`config.mk`:
```
export PLATFORM = sky130hd
export DESIGN_NAME = bpc_cfg
export DESIGN_NICKNAME = d
export VERILOG_FILES = /design/src/rtl/bpc_pkg.sv /design/src/rtl/bpc_cfg.sv
export SDC_FILE = /design/constraint.sdc
export NUM_CORES = 1
export LEC_CHECK = 0
export BUFFER_PORTS_ARGS = -buffer_cell sky130_fd_sc_hd__buf_2
export CAP_MARGIN = 25
export CORE_MARGIN = 5
export CORE_UTILIZATION = 49
export DETAILED_ROUTE_END_ITERATION = 10
export PLACE_DENSITY = 0.78
export SYNTH_ARGS = -nofsm -noshare
export SYNTH_HDL_FRONTEND = slang
export SYNTH_SLANG_ARGS = --single-unit
```
`constraint.sdc`:
```
create_clock -name clk -period 1.2 [get_ports clk]
set_input_delay 0.06 -clock clk [delete_from_list [all_inputs] [get_ports clk]]
set_output_delay 0.06 -clock clk [all_outputs]
set_load 0.02 [all_outputs]
```
`src/rtl/bpc_pkg.sv`:
```
`default_nettype none

package bpc_pkg;

  // Field widths
  localparam int RAW_W   = 24;
  localparam int CAL_W   = 16;
  localparam int PRES_W  = 19;
  localparam int TEMP_W  = 16;
  localparam int CIDX_W  = 3;

  // Pipeline depth
  localparam int NSTG    = 9;

  // Internal widths
  localparam int DT_W    = 25;  // raw temperature minus reference
  localparam int PROD_W  = 42;  // dT times a calibration word
  localparam int DTSQ_W  = 50;  // dT squared
  localparam int T2_W    = 17;
  localparam int A_W     = 19;  // TEMP - 2000 and TEMP + 1500
  localparam int TW_W    = 20;  // temperature before saturation
  localparam int OS_W    = 40;  // OFF and SENS
  localparam int SQ_W    = 38;
  localparam int COR_W   = 46;  // OFF2, SENS2 and corrected OFF
  localparam int SC_W    = 41;  // corrected SENS
  localparam int PL_W    = 45;  // partial products of raw pressure times SENS
  localparam int Q_W     = 48;

  // Constants of the scheme
  localparam logic signed [TW_W-1:0] TEMP_REF  = 20'sd2000;
  localparam logic signed [A_W-1:0]  VLOW_OFS  = 19'sd3500;  // 2000 - (-1500)
  localparam logic [COR_W-1:0]       OFF2_A_K  = 46'd61;
  localparam logic [COR_W-1:0]       OFF2_B_K  = 46'd15;

  localparam logic signed [TW_W-1:0] TEMP_MAX  = 20'sd32767;
  localparam logic signed [TW_W-1:0] TEMP_MIN  = -20'sd32768;
  localparam logic signed [32:0]     PRES_MAX  = 33'sd262143;
  localparam logic signed [32:0]     PRES_MIN  = -33'sd262144;

  typedef enum logic [CIDX_W-1:0] {
    REG_SENS      = 3'd0,
    REG_OFFSET    = 3'd1,
    REG_SENS_TC   = 3'd2,
    REG_OFFSET_TC = 3'd3,
    REG_TREF      = 3'd4,
    REG_TEMP_TC   = 3'd5
  } reg_idx_t;

  typedef struct packed {
    logic [CAL_W-1:0] sens_coeff;
    logic [CAL_W-1:0] offset_coeff;
    logic [CAL_W-1:0] sens_temp_coeff;
    logic [CAL_W-1:0] offset_temp_coeff;
    logic [CAL_W-1:0] ref_temperature;
    logic [CAL_W-1:0] temp_coeff;
  } cal_t;

endpackage

`default_nettype wire

```
`src/rtl/bpc_cfg.sv`:
```
`default_nettype none

module bpc_cfg
  import bpc_pkg::*;
(
  input  wire logic              clk,
  input  wire logic              rst_n,
  input  wire logic              cfg_valid,
  output logic                   cfg_ready,
  input  wire logic [CIDX_W-1:0] cfg_index,
  input  wire logic [CAL_W-1:0]  cfg_data,
  output cal_t                   cal
);

  cal_t cal_r;
  cal_t cal_nxt;

  assign cfg_ready = 1'b1;
  assign cal       = cal_r;

  always_comb begin
    cal_nxt = cal_r;
    if (cfg_valid) begin
      unique case (reg_idx_t'(cfg_index))
        REG_SENS:      cal_nxt.sens_coeff        = cfg_data;
        REG_OFFSET:    cal_nxt.offset_coeff      = cfg_data;
        REG_SENS_TC:   cal_nxt.sens_temp_coeff   = cfg_data;
        REG_OFFSET_TC: cal_nxt.offset_temp_coeff = cfg_data;
        REG_TREF:      cal_nxt.ref_temperature   = cfg_data;
        REG_TEMP_TC:   cal_nxt.temp_coeff        = cfg_data;
        default:       cal_nxt = cal_r;  // drop writes beyond the register list
      endcase
    end
  end

  always_ff @(posedge clk) begin
    if (!rst_n) begin
      cal_r <= '0;
    end else begin
      cal_r <= cal_nxt;
    end
  end

endmodule

`default_nettype wire
```
==> results of run 1 <==
## per-layer routing
metal	GRT usage (%)	wire length, microns
met1	23.9	3710
met2	33.4	4150
met3	5.34	527
met4	5.89	88
met5	0	0
## worst paths after layout
path	to	slack (ps)
worst max-delay path	cal[82]	260
worst min-delay path	cal[31]	60
worst min register to register	cal[0]	460
worst max register to register	cal[82]	580
## report_power, final
part           leakage (nW)  total [W]  internal (W)  switching [W]
logic                  1.63   0.000509      0.000192       0.000318
registers             0.777    0.00329       0.00325      0.0000370
clock network        0.0974    0.00221       0.00115        0.00105
total                  2.50    0.00601       0.00460        0.00141
## synth_stat cells
| cell | n |
|---|---|
| buf_1 | 1 |
| conb_1 | 1 |
| nand4b_1 | 2 |
| nand2_1 | 112 |
| or4b_1 | 1 |
| buf_12 | 1 |
| buf_4 | 2 |
| and4bb_2 | 1 |
| dfxtp_1 | 96 |
| buf_6 | 1 |
| buf_2 | 9 |
| clkbuf_1 | 11 |
| nand4bb_1 | 2 |
| mux2i_1 | 96 |
## stage by stage
| stage | setup WS [ps] | area [sq um] | power, W | instances |
|---|---|---|---|---|
| 6_report | 262 | 4480 | 0.00601 | 549 |
| 3_3_place_gp | 25.0 | 4270 | 0.00386 | 535 |
| 4_1_cts | 246 | 4480 | 0.00605 | 549 |
| 2_1_floorplan | 89.7 | 3510 | 0.00367 | 336 |
| 5_1_grt | 200 | 4480 | 0.00627 | 549 |
| 3_5_place_dp | 21.7 | 4270 | 0.00388 | 535 |
## layout make-up
cell class	instances	area (sq um)
clock inverter	5	83.8
fill	578	2390
tap	96	120
clock buffer	9	124
multi-input combinational	215	1450
sequential	96	1920
timing repair buffer	128	783
## cell families (layout without fill, tap and decap cells)
| logic type | count (synthesis) | in the layout | synth area share, % |
|---|---|---|---|
| and+or+nand+nor | 118 | 118 | 13.8 |
| muxes | 96 | 96 | 27.4 |
| DFF | 96 | 96 | 54.8 |
| buffers and inverters | 25 | 142 | 3.89 |
| other | 1 | 1 | 0.107 |
==> results.toml, run 1 <==
[critical_path]
crit_required_ps = 1140
cp-start-kind = "flip-flop"
crit_start = "cal[82]"
worst-path-max-fanout = 2
worstSetupPathDepth = 1
cp_cell_sequence = "buf_2"
worstSetupPathType = "reg -> out"
critPathSlowestCell = "dfxtp_1"
crit_buf_inv = 1
r2r-start = "cal[82]"
path_delay_family = "flip-flops"
reg2reg_depth = 2
cpPeakStageDelay_ps = 370
crit_path_end_kind = "output port"
worst_ep_arrival_time_ps = 880

[cells_and_area]
nNetsFinal = 472
layout-drive-gt1-share_pct = 31.6
final_cell_mix = "116 x buf_2, 112 x nand2_1, 96 x mux2i_1, 96 x dfxtp_1"
final_common_cell = "buf_2"
final_util_pct = 65.2
antenna_cells = 0
area_growth_pct = 27.8
largest_reg_flops = 96

[clock_tree]
cts_hold_buf = 0
htree_levels = 3
clock_latency_ps = 340
cts_made_buffers = 9
cts_tree = "built"
post_cts_buffers = 0
cts-resized-gates = 0
clk_path_buf_depth = 2
path_clk_slew_ps = 80
cts_sinks = 96
root_buffer = "clkbuf_8"

[floorplan]
initial_core_util_pct = 51.0
die-area_sq_um = 8950
coreArea_sq_um = 6870
die_y_microns = 94.6
num_rows = 30
io_pins = 119
fp.dieW_microns = 94.6

[routing]
viasPerCell = 4.90
post-route-drc-count = 0
first_pass_iters = 4
wl_per_cell_microns = 15.4
drt-total-wl_microns = 8480
via_count = 2692
drtIter0Drc = 87
postRouteAntennaNets = 0

[synth]
yosys-top-cells-area = "dfxtp_1 55%, mux2i_1 27%, nand2_1 12%, buf_2 1.3%, clkbuf_1 1.2%"
synth_warnings = 0
synth_area_sq_um = 3510
ys_types = 14
syn_nets = 358
yosysTopAreaCell = "dfxtp_1"
seq_area_frac_synth_pct = 54.8
synth_seq_cells = 96
syn_avg_cell_area_sq_um = 10.4
synth_cells = 336
synth_top_area_share_pct = 54.8

[power]
p_per_area_nw_per_um2 = 1340
ir_drop_uv = 696
p_leak_nw = 2.50

[sta]
finClkSkew_ps = 0
fin_setup_tns_ps = 0
rsz0062_at_grt = "no"
fin_crit_ps = 938
slew_viol_final = 0
final-hold-violation-count = 0
max_freq_mhz = 1070
fin_crit_sh_pct = 78.1
fin_worst_hold_slack_ps = 61.9
setup_viol = 0

[grt]
track_usage_pct = 19.5
grt_pass1_wl_microns = 13500
grt_max_degree = 40
antenna_found_initial = 0
gr-total-overflow = 0
grt_pass1_vias = 2722

[placement]
gp_congestion = 0.726
hpwl_microns = 6080
port-buffer-count = 117

[worst_hold_path]
hold_path_class = "in -> reg"
min_from = "rst_n"
whs_path_depth = 3

[outcome]
run_status = "complete, no violations"

[job]
maxCapViolations = 0
Note: power is estimated with default switching activity, not from simulation.
==> run 2: changes to the inputs <==
==> constraint.sdc (replaced) <==
create_clock -name clk -period 1 [get_ports clk]
set_input_delay 0.05 -clock clk [delete_from_list [all_inputs] [get_ports clk]]
set_output_delay 0.05 -clock clk [all_outputs]
set_load 0.02 [all_outputs]
==> run 2 against run 1 <==
Clock power rose by 13%. Clock-buffer cell count rose by 3. Global-route usage rose by 0.18 points. Highest routed layer unchanged. Register-to-register slack got worse by 240 ps. Largest power group unchanged. Sequential share of layout area did not move. Setup slack got worse by 200 ps.
==> results.toml, run 2 (same netlist as run 1, synthesis figures left out) <==
[floorplan]
die_y_microns = 94.6
num_rows = 30
fp.dieW_microns = 94.6
initial_core_util_pct = 51.0
die-area_sq_um = 8950
io_pins = 119
coreArea_sq_um = 6870

[power]
p_sw_w = 0.00170
p_leak_nw = 2.51
p_per_area_nw_per_um2 = 1580
p_int_w = 0.00537
p_comb_share_pct = 8.8
pwr-share-clk_pct = 35.4
swShare_pct = 24.0
finalPower_w = 0.00707
ir_drop_uv = 832
p_seq_share_pct = 55.8

[critical_path]
crit_buf_inv = 1
cpPeakStageDelay_ps = 360
cp_cell_sequence = "buf_2"
crit_path_end_kind = "output port"
worst_ep_arrival_time_ps = 890
crit_required_ps = 950
cp-start-kind = "flip-flop"
worst-path-max-fanout = 2
path_delay_family = "flip-flops"
worstSetupPathType = "reg -> out"
critPathSlowestCell = "dfxtp_1"

[cells_and_area]
final_area_sq_um = 4480
largest_reg_flops = 96
area_growth_pct = 27.8
final_cell_mix = "116 x buf_2, 112 x nand2_1, 96 x mux2i_1, 96 x dfxtp_1, 10 x clkbuf_8"
final_common_cell = "buf_2"
nNetsFinal = 476
antenna_cells = 0
layout-drive-gt1-share_pct = 32.2

[sta]
max_freq_mhz = 1070
finClkSkew_ps = 0
final-hold-violation-count = 0
fin_crit_sh_pct = 93.6
fin_crit_ps = 936
fin_worst_hold_slack_ps = 75.7
setup_viol = 0
rsz0062_at_grt = "no"
slew_viol_final = 0

[grt]
antenna_found_initial = 0
grt_max_degree = 37
track_usage_pct = 19.7
grt_pass1_wl_microns = 13600
grt_pass1_vias = 2771
gr-total-overflow = 0

[routing]
first_pass_iters = 4
drtIter0Drc = 82
drt-total-wl_microns = 8660
viasPerCell = 4.91
postRouteAntennaNets = 0
wl_per_cell_microns = 15.6
via_count = 2725
post-route-drc-count = 0

[placement]
placed_area_sq_um = 4280
hpwl_microns = 6280
port-buffer-count = 117
gp_congestion = 0.759

[clock_tree]
root_buffer = "clkbuf_8"
post_cts_buffers = 0
cts_made_buffers = 9
cts-resized-gates = 0
htree_levels = 3
cts_hold_buf = 0
cts_sinks = 96
clk_path_buf_depth = 2
clock_latency_ps = 340
cts_tree = "built"
path_clk_slew_ps = 90

[job]
maxCapViolations = 0

[worst_hold_path]
hold_path_class = "in -> reg"

[outcome]
run_status = "complete, no violations"
==> run 2: final timing paths <==
path	cells after the start	end	from	slack, ps
min	3	cal[33]	cfg_data[1]	80
min reg2reg	2	cal[52]	cal[52]	460
max	1	cal[19]	cal[19]	60
max reg2reg	2	cal[70]	cal[70]	340
==> run 2: power groups by stage <==
stage	clock network, W	logic [W]	registers (W)
2_1_floorplan	0	0.000266	0.00414
3_3_place_gp	0	0.000609	0.00403
3_5_place_dp	0	0.000627	0.00404
4_1_cts	0.00255	0.000626	0.00395
5_1_grt	0.00273	0.000669	0.00396
6_report	0.00250	0.000621	0.00395
==> run 2: area by class of cell <==
type	count	area, sq um
Multi-Input combinational cell	215	1450
Sequential cell	96	1920
Clock buffer	12	145
Clock inverter	4	53.8
Timing Repair Buffer	132	788
Tap cell	96	120
Fill cell	566	2390
==> run 2: metal layers <==
layer  vias to the layer above  GRT usage [%]  part of all wire [%]
met4                         0           7.57                   1.6
met2                        84           32.7                    48
met5                         -              0                     0
met3                        12           4.86                   6.6
li1                       1347              -                     -
met1                      1282           24.5                    43
==> run 2: metrics by stage <==
stage	cells	util [%]	setup TNS, ps	worst slack, ps
global placement	539	62.3	-3010	-154
CTS	555	65.2	0	56.5
global route	555	65.2	0	19.3
detailed placement	539	62.3	-4450	-190
floorplan	336	-	-843	-84.3
finish	555	65.2	0	64.0
==> run 3: changes to the inputs <==
--- a/config.mk
+++ b/config.mk
@@ -7,6 +7,7 @@
 export LEC_CHECK = 0
 export BUFFER_PORTS_ARGS = -buffer_cell sky130_fd_sc_hd__buf_2
 export CAP_MARGIN = 25
+export CORE_ASPECT_RATIO = 1.75
 export CORE_MARGIN = 5
 export CORE_UTILIZATION = 49
 export DETAILED_ROUTE_END_ITERATION = 10
==> run 3 against run 2 <==
Total power rose by 26%. Critical path depth did not move. Non-clock buffer count fell by 3. Register-to-register slack got worse by 50 ps. Via count rose by 0.26%. Clock-buffer cell count fell by 2. Fmax fell by 3.8%. Critical endpoint is now cal[38].
==> results.toml, run 3 (same netlist as run 1, synthesis figures left out) <==
[critical_path]
r2r-end = "cal[38]"
crit_buf_inv = 1
crit_required_ps = 950
crit_path_end_kind = "output port"
cp-start-kind = "flip-flop"
crit_start = "cal[38]"
critPathSlowestCell = "dfxtp_1"
cp_cell_sequence = "buf_2"
worst_ep_arrival_time_ps = 920
reg2reg_depth = 2
reg2reg_slack_ps = 290
path_delay_family = "flip-flops"
worst-path-max-fanout = 2
worstSetupPathType = "reg -> out"
cpPeakStageDelay_ps = 390
r2r-start = "cal[38]"

[cells_and_area]
layout-drive-gt1-share_pct = 32.0
final_area_sq_um = 4620
antenna_cells = 0
area_growth_pct = 31.7
nNetsFinal = 473
largest_reg_flops = 96
final_common_cell = "buf_2"
final_cell_mix = "116 x buf_2, 112 x nand2_1, 96 x mux2i_1, 96 x dfxtp_1, 9 x clkbuf_16"

[floorplan]
die_y_microns = 122
fp.dieW_microns = 73.9
die-area_sq_um = 9010
coreArea_sq_um = 6910
io_pins = 119
num_rows = 40
initial_core_util_pct = 50.8

[sta]
rsz0062_at_grt = "no"
fin_worst_hold_slack_ps = 109
fin_crit_sh_pct = 97.3
finClkSkew_ps = 0
fin_crit_ps = 973
setup_viol = 0
max_freq_mhz = 1030
fin_setup_tns_ps = 0
final-hold-violation-count = 0
slew_viol_final = 0

[clock_tree]
root_buffer = "clkbuf_16"
clock_latency_ps = 340
cts_tree = "built"
clk_path_buf_depth = 2
cts_sinks = 96
htree_levels = 3
post_cts_buffers = 0
cts_hold_buf = 0
cts_made_buffers = 9
cts-resized-gates = 0
path_clk_slew_ps = 60

[placement]
port-buffer-count = 117
hpwl_microns = 6450
placed_area_sq_um = 4230
gp_congestion = 0.784

[routing]
postRouteAntennaNets = 0
via_count = 2732
drtIter0Drc = 157
drt-total-wl_microns = 8860
viasPerCell = 5.06
wl_per_cell_microns = 16.4
post-route-drc-count = 0
first_pass_iters = 4

[power]
finalPower_w = 0.00888
pwr-share-clk_pct = 48.6
p_sw_w = 0.00180
p_int_w = 0.00708
ir_drop_uv = 1210
p_seq_share_pct = 44.5
p_comb_share_pct = 6.9
swShare_pct = 20.3
p_per_area_nw_per_um2 = 1920
p_leak_nw = 2.58

[grt]
grt_max_degree = 52
grt_pass1_wl_microns = 14000
gr-total-overflow = 0
track_usage_pct = 20.7
antenna_found_initial = 0
grt_pass1_vias = 2837

[worst_hold_path]
whs_path_depth = 3
min_from = "cfg_data[11]"
hold_path_class = "in -> reg"
hold_end = "cal[11]"

[outcome]
run_status = "complete, no violations"

[job]
maxCapViolations = 0
run 3: cell type report:
| cell class | instances | area, sq um |
|---|---|---|
| multi-input combinational | 215 | 1450 |
| fill | 568 | 2290 |
| clock inverter | 6 | 155 |
| tap | 84 | 105 |
| sequential | 96 | 1920 |
| timing repair buffer | 129 | 753 |
| clock buffer | 10 | 229 |
run 3: through the flow:
stage / worst slack (ps) / util (%) / instances
floorplan: -84.3 / - / 336
global placement: -158 / 61.3 / 524
detailed placement: -198 / 61.3 / 524
CTS: 40.2 / 66.8 / 540
global route: 9.06 / 66.8 / 540
finish: 26.8 / 66.8 / 540
run 3: per-layer routing:
metal	wire, microns	track usage [%]	vias to the layer above
met2	4820	36.1	86
met3	511	5.62	19
met4	246	10.5	0
met5	0	0	-
li1	-	-	1332
met1	3290	22.3	1295
run 3: worst max-delay path by stage:
stage / end / slack, ps / cells past startpoint
CTS: cal[38] / 40 / 1
global placement: cal[80] / -160 / 3
detailed placement: cal[81] / -200 / 3
global route: cal[38] / 9 / 1
floorplan: cal[89] / -80 / 4
finish: cal[38] / 30 / 1
run 3: power groups by stage:
| stage | clock network, W | logic [W] | registers, W |
|---|---|---|---|
| finish | 0.00431 | 0.000611 | 0.00395 |
| global route | 0.00458 | 0.000659 | 0.00396 |
| CTS | 0.00439 | 0.000620 | 0.00395 |
| detailed placement | 0 | 0.000619 | 0.00404 |
| global placement | 0 | 0.000605 | 0.00404 |
| floorplan | 0 | 0.000266 | 0.00414 |
